## src/rtl/assert_macros.svh

```systemverilog
// assertion macros shared by the rtl
`ifndef ASSERT_MACROS_SVH
`define ASSERT_MACROS_SVH
// clocked assertion with asynchronous reset disable
`define ASSERT_CLK(label, clk, rst_n, prop, msg) \
	label: assert property (@(posedge clk) disable iff (!rst_n) prop) else $error(msg);
// two signal implication in the next cycle
`define ASSERT_NEXT(label, clk, rst_n, ante, cons, msg) \
	label: assert property (@(posedge clk) disable iff (!rst_n) (ante) |=> (cons)) \
		else $error(msg);
`endif

```

## src/rtl/bchs_pkg.sv

```systemverilog
// types, constants and gf(2^15) helpers for the bch syndrome block
`timescale 1ns / 1ps
package bchs_pkg;
	localparam int MaxCodewordBytes = 4096;
	localparam int NumSyndromes     = 24;
	localparam int SymW             = 15;
	localparam int LenW             = 13;
	localparam int CntW             = 5;
	localparam int IdxW             = 5;
	localparam int CfgIdxW          = 4;

	typedef logic [SymW-1:0] sym_t;
	typedef sym_t col_t [SymW];

	typedef enum logic [CfgIdxW-1:0] {
		REG_CODEWORD_BYTES = 4'd0,
		REG_SYNDROME_COUNT = 4'd1
	} cfg_reg_t;

	localparam sym_t GEN_LOW [NumSyndromes] = '{
		15'h0003, 15'h0003, 15'h0423, 15'h0003, 15'h100B, 15'h0423, 15'h2AAB, 15'h0003,
		15'h0437, 15'h100B, 15'h08C7, 15'h0423, 15'h00CF, 15'h2AAB, 15'h7FFD, 15'h0003,
		15'h0729, 15'h0437, 15'h103D, 15'h100B, 15'h2FC1, 15'h08C7, 15'h0431, 15'h0423
	};

	// shift the top nbits of d into r, msb first, lfsr feedback g
	function automatic sym_t shift_in(sym_t r, sym_t g, logic [7:0] d, int nbits);
		sym_t x;
		logic fb;
		x = r;
		for (int i = 0; i < 8; i++) begin
			if (i < nbits) begin
				fb = x[SymW-1] ^ d[7-i];
				x  = {x[SymW-2:0], 1'b0};
				if (fb) x = x ^ g;
			end
		end
		return x;
	endfunction

	// alpha^n with field polynomial x^15 + x + 1
	function automatic sym_t gf_pow(int n);
		logic [SymW:0] a;
		a = 16'h0001;
		for (int i = 0; i < n; i++) begin
			a = {a[SymW-1:0], 1'b0};
			if (a[SymW]) a = a ^ 16'h8003;
		end
		return a[SymW-1:0];
	endfunction

	// columns of the evaluation matrix at alpha^(k+1)
	function automatic col_t eval_cols(int k);
		col_t c;
		for (int j = 0; j < SymW; j++) c[j] = gf_pow((k + 1) * j);
		return c;
	endfunction
endpackage

```

## src/rtl/bchs_if.sv

```systemverilog
// handshake interfaces for bytes in, syndromes out and configuration writes
`timescale 1ns / 1ps
interface bchs_byte_if;
	logic       valid;
	logic       ready;
	logic [7:0] data_byte;
	modport source (output valid, output data_byte, input ready);
	modport sink (input valid, input data_byte, output ready);
endinterface

interface bchs_syn_if;
	logic        valid;
	logic        ready;
	logic [4:0]  syndrome_index;
	logic [14:0] syndrome_value;
	logic        last_syndrome;
	modport source (output valid, output syndrome_index, output syndrome_value,
		output last_syndrome, input ready);
	modport sink (input valid, input syndrome_index, input syndrome_value,
		input last_syndrome, output ready);
endinterface

interface bchs_cfg_if;
	logic        valid;
	logic        ready;
	logic [3:0]  index;
	logic [12:0] data;
	modport source (output valid, output index, output data, input ready);
	modport sink (input valid, input index, input data, output ready);
endinterface

```

## src/rtl/bch_syndrome_gf2_15.sv

```systemverilog
// top level: byte-serial bch syndrome calculator over gf(2^15)
`timescale 1ns / 1ps
`include "assert_macros.svh"
// Takes one codeword byte per cycle, msb first, while din.ready is high,
// and keeps 24 15-bit lfsr remainders updated by fixed xor logic. The
// last three bytes of a codeword follow the tail rule (five bits
// shifted plus a direct xor, one byte held, then a nibble fold). On the last
// byte the finished remainders move into a snapshot bank and the working bank
// clears, so the next codeword streams in at once. The snapshot drains one
// syndrome per cycle, while dout.ready allows, through an output register,
// syndrome_count syndromes per codeword (1 to 24); the only input stall is
// a last byte while the previous snapshot drains. codeword_bytes (index 0) and
// syndrome_count (index 1) are clamped to 3..4096 and 1..24; write them only
// while the block is idle. No clearing pass after reset.
module bch_syndrome_gf2_15 (
	input  logic clk,
	input  logic arst_n,
	bchs_byte_if.sink  din,
	bchs_syn_if.source dout,
	bchs_cfg_if.sink   cfg
);
	import bchs_pkg::*;

	// configuration registers
	logic [LenW-1:0] codeword_bytes_q;
	logic [CntW-1:0] syndrome_count_q;

	// working bank
	sym_t            rem_q [NumSyndromes];
	logic [LenW-1:0] pos_q;
	logic [7:0]      held_q;

	// snapshot bank and emitter
	sym_t            snap_q [NumSyndromes];
	logic [CntW-1:0] snap_cnt_q;
	logic            busy_q;
	logic [IdxW-1:0] emit_idx_q;

	// output register
	logic            out_valid_q;
	logic [IdxW-1:0] out_idx_q;
	sym_t            out_val_q;
	logic            out_last_q;

	logic [LenW-1:0] len_c;
	logic [LenW-1:0] len_m3;
	logic [CntW-1:0] cnt_c;
	logic            is_body, is_tail, is_hold, is_last;
	logic            in_fire, snap_load, out_load;
	sym_t            syn_w [NumSyndromes];

	assign cfg.ready = 1'b1;

	always_ff @(posedge clk or negedge arst_n) begin
		if (!arst_n) begin
			codeword_bytes_q <= LenW'(MaxCodewordBytes);
			syndrome_count_q <= CntW'(NumSyndromes);
		end else if (cfg.valid) begin
			if (cfg.index == REG_CODEWORD_BYTES) codeword_bytes_q <= cfg.data;
			else if (cfg.index == REG_SYNDROME_COUNT) syndrome_count_q <= cfg.data[CntW-1:0];
		end
	end

	// clamp length and count to their legal ranges
	always_comb begin
		priority if (codeword_bytes_q < LenW'(3)) len_c = LenW'(3);
		else if (codeword_bytes_q > LenW'(MaxCodewordBytes)) len_c = LenW'(MaxCodewordBytes);
		else len_c = codeword_bytes_q;
		priority if (syndrome_count_q == '0) cnt_c = CntW'(1);
		else if (syndrome_count_q > CntW'(NumSyndromes)) cnt_c = CntW'(NumSyndromes);
		else cnt_c = syndrome_count_q;
	end

	// position decode; past the end counts as the last byte
	assign len_m3  = len_c - LenW'(3);
	assign is_body = pos_q < len_m3;
	assign is_tail = pos_q == len_m3;
	assign is_hold = pos_q == len_m3 + LenW'(1);
	assign is_last = !is_body && !is_tail && !is_hold;

	// a last byte waits for a free snapshot bank
	assign din.ready = !(is_last && busy_q);
	assign in_fire   = din.valid && din.ready;
	assign snap_load = in_fire && is_last;
	assign out_load  = busy_q && (!out_valid_q || dout.ready);

	always_ff @(posedge clk or negedge arst_n) begin
		if (!arst_n) begin
			pos_q  <= '0;
			held_q <= '0;
			for (int k = 0; k < NumSyndromes; k++) rem_q[k] <= '0;
		end else if (in_fire) begin
			if (is_last) begin
				pos_q  <= '0;
				held_q <= '0;
				for (int k = 0; k < NumSyndromes; k++) rem_q[k] <= '0;
			end else begin
				pos_q <= pos_q + LenW'(1);
				if (is_hold) held_q <= din.data_byte;
				for (int k = 0; k < NumSyndromes; k++) begin
					if (is_body) begin
						rem_q[k] <= shift_in(rem_q[k], GEN_LOW[k], din.data_byte, 8);
					end else if (is_tail) begin
						// five bits shifted, low three bits of the byte folded on top
						rem_q[k] <= shift_in(rem_q[k], GEN_LOW[k], din.data_byte, 5)
							^ {din.data_byte[2:0], 12'h000};
					end
				end
			end
		end
	end

	// snapshot takes the folded remainders: held byte into 11..4, high nibble into 3..0
	always_ff @(posedge clk) begin
		if (snap_load) begin
			snap_cnt_q <= cnt_c;
			for (int k = 0; k < NumSyndromes; k++)
				snap_q[k] <= rem_q[k] ^ {3'b000, held_q, din.data_byte[7:4]};
		end
	end

	// fixed evaluation matrix per syndrome
	for (genvar k = 0; k < NumSyndromes; k++) begin : g_eval
		localparam col_t COLS = eval_cols(k);
		always_comb begin
			syn_w[k] = '0;
			for (int j = 0; j < SymW; j++)
				if (snap_q[k][j]) syn_w[k] = syn_w[k] ^ COLS[j];
		end
	end

	always_ff @(posedge clk or negedge arst_n) begin
		if (!arst_n) begin
			busy_q     <= 1'b0;
			emit_idx_q <= '0;
		end else if (snap_load) begin
			busy_q     <= 1'b1;
			emit_idx_q <= '0;
		end else if (out_load) begin
			if (emit_idx_q == snap_cnt_q - CntW'(1)) begin
				busy_q     <= 1'b0;
				emit_idx_q <= '0;
			end else begin
				emit_idx_q <= emit_idx_q + IdxW'(1);
			end
		end
	end

	always_ff @(posedge clk or negedge arst_n) begin
		if (!arst_n) out_valid_q <= 1'b0;
		else if (out_load) out_valid_q <= 1'b1;
		else if (dout.ready) out_valid_q <= 1'b0;
	end

	always_ff @(posedge clk) begin
		if (out_load) begin
			out_idx_q  <= emit_idx_q;
			out_val_q  <= syn_w[emit_idx_q];
			out_last_q <= emit_idx_q == snap_cnt_q - CntW'(1);
		end
	end

	assign dout.valid          = out_valid_q;
	assign dout.syndrome_index = out_idx_q;
	assign dout.syndrome_value = out_val_q;
	assign dout.last_syndrome  = out_last_q;

	`ASSERT_NEXT(a_snap_busy, clk, arst_n, snap_load, busy_q, "snapshot load did not start emission")
	`ASSERT_CLK(a_idx_range, clk, arst_n, busy_q |-> emit_idx_q < snap_cnt_q, "emit index past count")
	`ASSERT_CLK(a_idle_idx, clk, arst_n, !busy_q |-> emit_idx_q == '0, "emit index not cleared when idle")
endmodule

```

## src/flat_wrapper.sv

```systemverilog
// flat-port wrapper written by rule: the top's interface ports become plain ports
module bch_syndrome_gf2_15_flat import bchs_pkg::*;
  (clk, arst_n, din_valid, din_data_byte, din_ready, dout_valid, dout_syndrome_index, dout_syndrome_value, dout_last_syndrome, dout_ready, cfg_valid, cfg_index, cfg_data, cfg_ready);
  bchs_byte_if din_i ();
  bchs_syn_if dout_i ();
  bchs_cfg_if cfg_i ();
  input  logic clk;
  input  logic arst_n;
  input wire logic [$bits(din_i.valid)-1:0] din_valid;
  input wire logic [$bits(din_i.data_byte)-1:0] din_data_byte;
  output wire logic [$bits(din_i.ready)-1:0] din_ready;
  output wire logic [$bits(dout_i.valid)-1:0] dout_valid;
  output wire logic [$bits(dout_i.syndrome_index)-1:0] dout_syndrome_index;
  output wire logic [$bits(dout_i.syndrome_value)-1:0] dout_syndrome_value;
  output wire logic [$bits(dout_i.last_syndrome)-1:0] dout_last_syndrome;
  input wire logic [$bits(dout_i.ready)-1:0] dout_ready;
  input wire logic [$bits(cfg_i.valid)-1:0] cfg_valid;
  input wire logic [$bits(cfg_i.index)-1:0] cfg_index;
  input wire logic [$bits(cfg_i.data)-1:0] cfg_data;
  output wire logic [$bits(cfg_i.ready)-1:0] cfg_ready;
  assign din_i.valid = din_valid;
  assign din_i.data_byte = din_data_byte;
  assign din_ready = din_i.ready;
  assign dout_valid = dout_i.valid;
  assign dout_syndrome_index = dout_i.syndrome_index;
  assign dout_syndrome_value = dout_i.syndrome_value;
  assign dout_last_syndrome = dout_i.last_syndrome;
  assign dout_i.ready = dout_ready;
  assign cfg_i.valid = cfg_valid;
  assign cfg_i.index = cfg_index;
  assign cfg_i.data = cfg_data;
  assign cfg_ready = cfg_i.ready;
  bch_syndrome_gf2_15 u_core (.clk(clk), .arst_n(arst_n), .din(din_i), .dout(dout_i), .cfg(cfg_i));
endmodule
```

## config.mk

```make
export PLATFORM = sky130hd
export DESIGN_NAME = bch_syndrome_gf2_15_flat
export DESIGN_NICKNAME = d
export VERILOG_FILES = /design/src/rtl/bchs_pkg.sv /design/src/rtl/bchs_if.sv /design/src/rtl/bch_syndrome_gf2_15.sv /design/src/flat_wrapper.sv
export VERILOG_INCLUDE_DIRS = /design/src /design/src/rtl
export SDC_FILE = /design/constraint.sdc
export NUM_CORES = 2
export LEC_CHECK = 0
export BUFFER_PORTS_ARGS = -buffer_cell sky130_fd_sc_hd__clkbuf_2
export CAP_MARGIN = 20
export CORE_AREA = 2 2 307 309
export CTS_CLUSTER_SIZE = 16
export DETAILED_ROUTE_END_ITERATION = 12
export DIE_AREA = 0 0 309 311
export PLACE_DENSITY = 0.84
export RECOVER_POWER = 25
export SKIP_LAST_GASP = 1
export SYNTH_ARGS = -nofsm -noshare
export SYNTH_HDL_FRONTEND = slang
export SYNTH_SLANG_ARGS = --single-unit
```

## constraint.sdc

```tcl
create_clock -name clk -period 19.4 [get_ports clk]
set_input_delay 1.94 -clock clk [delete_from_list [all_inputs] [get_ports clk]]
set_output_delay 1.94 -clock clk [all_outputs]
set_load 0.01 [all_outputs]
```

==> results_dict.tcl <==
set metrics [dict create \
    status "finished with violations" \
    violations "max-capacitance violations, max-slew violations" \
    final_nets 5145 \
    fmax_mhz 115 \
    firstDrtPassIters 6 \
    worstPathMaxFanout 78 \
    post-route-min-period_ns 8.73 \
    rsz0062_at_grt "no" \
    drt_wl_total_um 167000 \
    grt_pass1_vias 39776 \
    maxCapViolCount 14 \
    synthArstFlopShare_pct 51.3 \
    rows 112 \
    timing.rr.end "u_core.snap_q[0][99]$_DFFE_PN_" \
    synth_cell_type_count 83 \
    r2r_cells 18 \
    ctsHoldBuffers 0 \
    critical_path.max_stage_delay_ns 1.04 \
    pre_cts_ws_ns 10.75 \
    antenna_found_initial 4 \
    grt_max_degree 181 \
    max-vdd-ir-drop_v 0.000105 \
    finalCritPeriodShare_pct 45.0 \
    dieHeight_um 311 \
    ys_warn_count 0 \
    synth_area_per_cell_um2 10.1 \
    final_util_pct 62.1 \
    crit_chain "nor4_4 > a31oi_1 > nor2_1 > ha_1 > nor4b_1 > o32ai_2 > inv_1 > ha_1 > nor2b_1 > o21ai_0 > a21oi_1 > a211oi_4 > buf_4 > or4_1 > nor2_4 > buf_4 > buf_4 > buf_4" \
    route.vias.total 41687 \
    drt_iter0_markers 6328 \
    floorplan.initialDensity_pct 58.4 \
    syn_inst 5374 \
    p_leak_uw 0.0215 \
    cts-resized-gates 0 \
    ctsHtreeMaxLevel 3 \
    tns_ns 0 \
    hpwl_um 105000 \
    cp_slowest_cell "or4_1" \
    ant_nets 0 \
    cts_tree "done" \
    layout_commonest_cell "xnor2_1" \
    power_uw 10600 \
    dieArea_mm2 0.0961 \
    clk_latency_ns 0.68 \
    synthFlopType "dfrtp_1" \
    io_pins 54 \
    postCtsSetupBuffers 0 \
    yosysSeqAreaShare_pct 40.2 \
    finalSetupViolCount 0 \
    r2r_slack_ns 10.67 \
    worstSetupPathType "register to register" \
    finalWorstSetupSlack_ns 10.67 \
    worstMarginPinSlew_ns 5.47 \
    cp-endpoint "u_core.snap_q[0][99]$_DFFE_PN_" \
    cts_sinks 792 \
    startpoint "u_core.codeword_bytes_q[7]$_DFFE_PN0P_" \
    vias_per_cell 6.49 \
    synth-seq-cells 792 \
    die_w_um 309 \
    maxSlewViolCount 457 \
    slew_headroom_pct -265 \
    holdCritPathClass "register to register" \
    clock_skew_ns 0.0368 \
    synth_area_mm2 0.0542 \
    grt-ovfl-total 0 \
    worstPathArrival_ns 9.01 \
    core-area_mm2 0.0928 \
    mostFrequentLayoutCells "xnor2_1, xor2_1, nand2_1, dfrtp_1, edfxtp_1" \
    cts.path.max_buffers 3 \
    finalInstanceArea_mm2 0.0576 \
    port_buffers 52 \
    dpl_cell_area_mm2 0.0549 \
    path_depth 18 \
    end_kind "register" \
    area_growth_pct 6.33 \
    critical_path.top_delay_family "buffers and inverters" \
    path_common_cell "buf_4" \
    cts_buffers 86 \
    hold_viol 0 \
    grt_util_all_layers_pct 34.1 \
    worst_setup_path_start_kind "register" \
    wl_per_cell_um 25.9 \
    drc 0 \
    synth-edff-count 386 \
    rr_startpoint "u_core.codeword_bytes_q[7]$_DFFE_PN0P_" \
    path_buf_inv 5 \
    power_density_mw_per_mm2 185 \
    path_clk_slew_ns 0.06 \
    cts_root_buffer "clkbuf_16" \
    required_ns 19.67 \
    gp_congestion 1.03 \
    grt_pass1_wl_um 250000 \
    drive_gt1_share_pct 11.2 \
    synth_nets 5423 \
]
logic make-up after synthesis:
| group | Yosys count | synth area share, % |
|---|---|---|
| adders and majority gates | 19 | 0.439 |
| AOI/OAI and AO/OA | 1163 | 14.9 |
| xor gates and xnor gates | 1810 | 29.3 |
| muxes | 140 | 4.46 |
| buffers and inverters | 628 | 4.53 |
| and+or+nand+nor | 821 | 6.26 |
| other | 1 | 0.00692 |
| DFF | 792 | 40.2 |
through the flow:
step,hold WS [ns],cells
2_1_floorplan,0.423,5374
3_3_place_gp,0.501,6258
3_5_place_dp,0.507,6259
4_1_cts,0.527,6419
5_1_grt,0.549,6422
6_report,0.527,6425
worst min path at each step:
stage	startpoint	to	slack [ns]	depth (start not counted)
finish	u_core.syndrome_count_q[0]$_DFFE_PN0P_	u_core.syndrome_count_q[0]$_DFFE_PN0P_	0.53	1
global route	u_core.syndrome_count_q[0]$_DFFE_PN0P_	u_core.syndrome_count_q[0]$_DFFE_PN0P_	0.55	1
floorplan	u_core.emit_idx_q[3]$_DFFE_PN0P_	u_core.dout.syndrome_index[3]$_DFFE_PP_	0.42	0
detailed placement	u_core.syndrome_count_q[0]$_DFFE_PN0P_	u_core.syndrome_count_q[0]$_DFFE_PN0P_	0.51	1
CTS	u_core.syndrome_count_q[0]$_DFFE_PN0P_	u_core.syndrome_count_q[0]$_DFFE_PN0P_	0.53	1
global placement	u_core.syndrome_count_q[0]$_DFFE_PN0P_	u_core.syndrome_count_q[0]$_DFFE_PN0P_	0.50	1
layout make-up:
| type | count | area, µm² |
|---|---|---|
| antenna | 3 | 7.51 |
| clock buffer | 121 | 2390 |
| clock inverter | 39 | 348 |
| fill | 7239 | 35200 |
| inverter | 126 | 480 |
| multi-input combinational | 3954 | 30200 |
| sequential | 792 | 21800 |
| tap | 1254 | 1570 |
| timing repair buffer | 136 | 888 |
metal layers:
layer / vias to the layer above / global-route usage (%) / share of wire (%)
li1: 17898 / - / -
met4: 4 / 17.2 / 5.6
met5: - / 0 / 0.014
met1: 20420 / 46.6 / 38
met2: 2796 / 50.3 / 44
met3: 569 / 8.90 / 13
flip-flops by register name (all words and copies together) (netlist names):
name	cells
u_core.emit_idx_q	5
u_core.held_q	8
u_core.dout.last_syndrome	1
u_core.syndrome_count_q	5
u_core.dout.syndrome_index	5
u_core.pos_q	13
u_core.dout.valid	1
u_core.dout.syndrome_value	15
u_core.snap_q	360
u_core.snap_cnt_q	5
u_core.busy_q	1
u_core.codeword_bytes_q	13
u_core.rem_q	360
power by group:
part	internal (µW)	switching (µW)	leakage (µW)	total, µW
combinational	2790	3070	0.0117	5850
clock	929	712	0.00135	1640
sequential	2330	821	0.00845	3150
synthesized netlist by cell type (4+ instances only):
cell type,number,area share (%)
nor2_1,271,1.9
o21ai_1,7,0.065
ha_1,19,0.44
xor2_1,725,12
buf_6,4,0.083
o211ai_1,24,0.33
clkbuf_1,328,2.3
nand4_1,14,0.16
o32ai_1,5,0.081
buf_1,138,0.96
o21ai_0,245,2.3
edfxtp_1,386,21
a31o_2,180,2.9
a21o_1,5,0.069
dfrtp_1,403,19
xnor2_1,1084,18
mux2_2,20,0.42
o2bb2ai_1,30,0.49
buf_2,22,0.20
and2_1,7,0.081
nor4_1,4,0.046
o221ai_2,14,0.39
o2111ai_1,5,0.081
o221ai_1,22,0.36
buf_4,10,0.14
nor2b_1,20,0.23
a22o_1,93,1.5
a31oi_1,6,0.069
a211oi_1,116,1.6
mux2i_1,41,0.76
a311o_1,15,0.28
mux4_2,79,3.3
inv_1,123,0.85
a22oi_1,7,0.097
nor3_1,13,0.12
a32oi_1,28,0.45
nand2b_1,11,0.13
nand3_1,21,0.19
and3_1,5,0.058
nand2_1,429,3.0
o22ai_1,70,0.81
or3_1,6,0.069
o21bai_1,10,0.14
a21oi_1,248,2.3
worst reg2reg max path, delay by kind of cell, from the launching register on:
| kind | cells | cell delay, ns |
|---|---|---|
| flops | 1 | 0.49 |
| compound gates | 5 | 1.31 |
| simple gates | 6 | 2.59 |
| fa+ha+maj | 2 | 0.90 |
| buf+inv | 5 | 3.05 |
(Power assumes the default switching activity.)
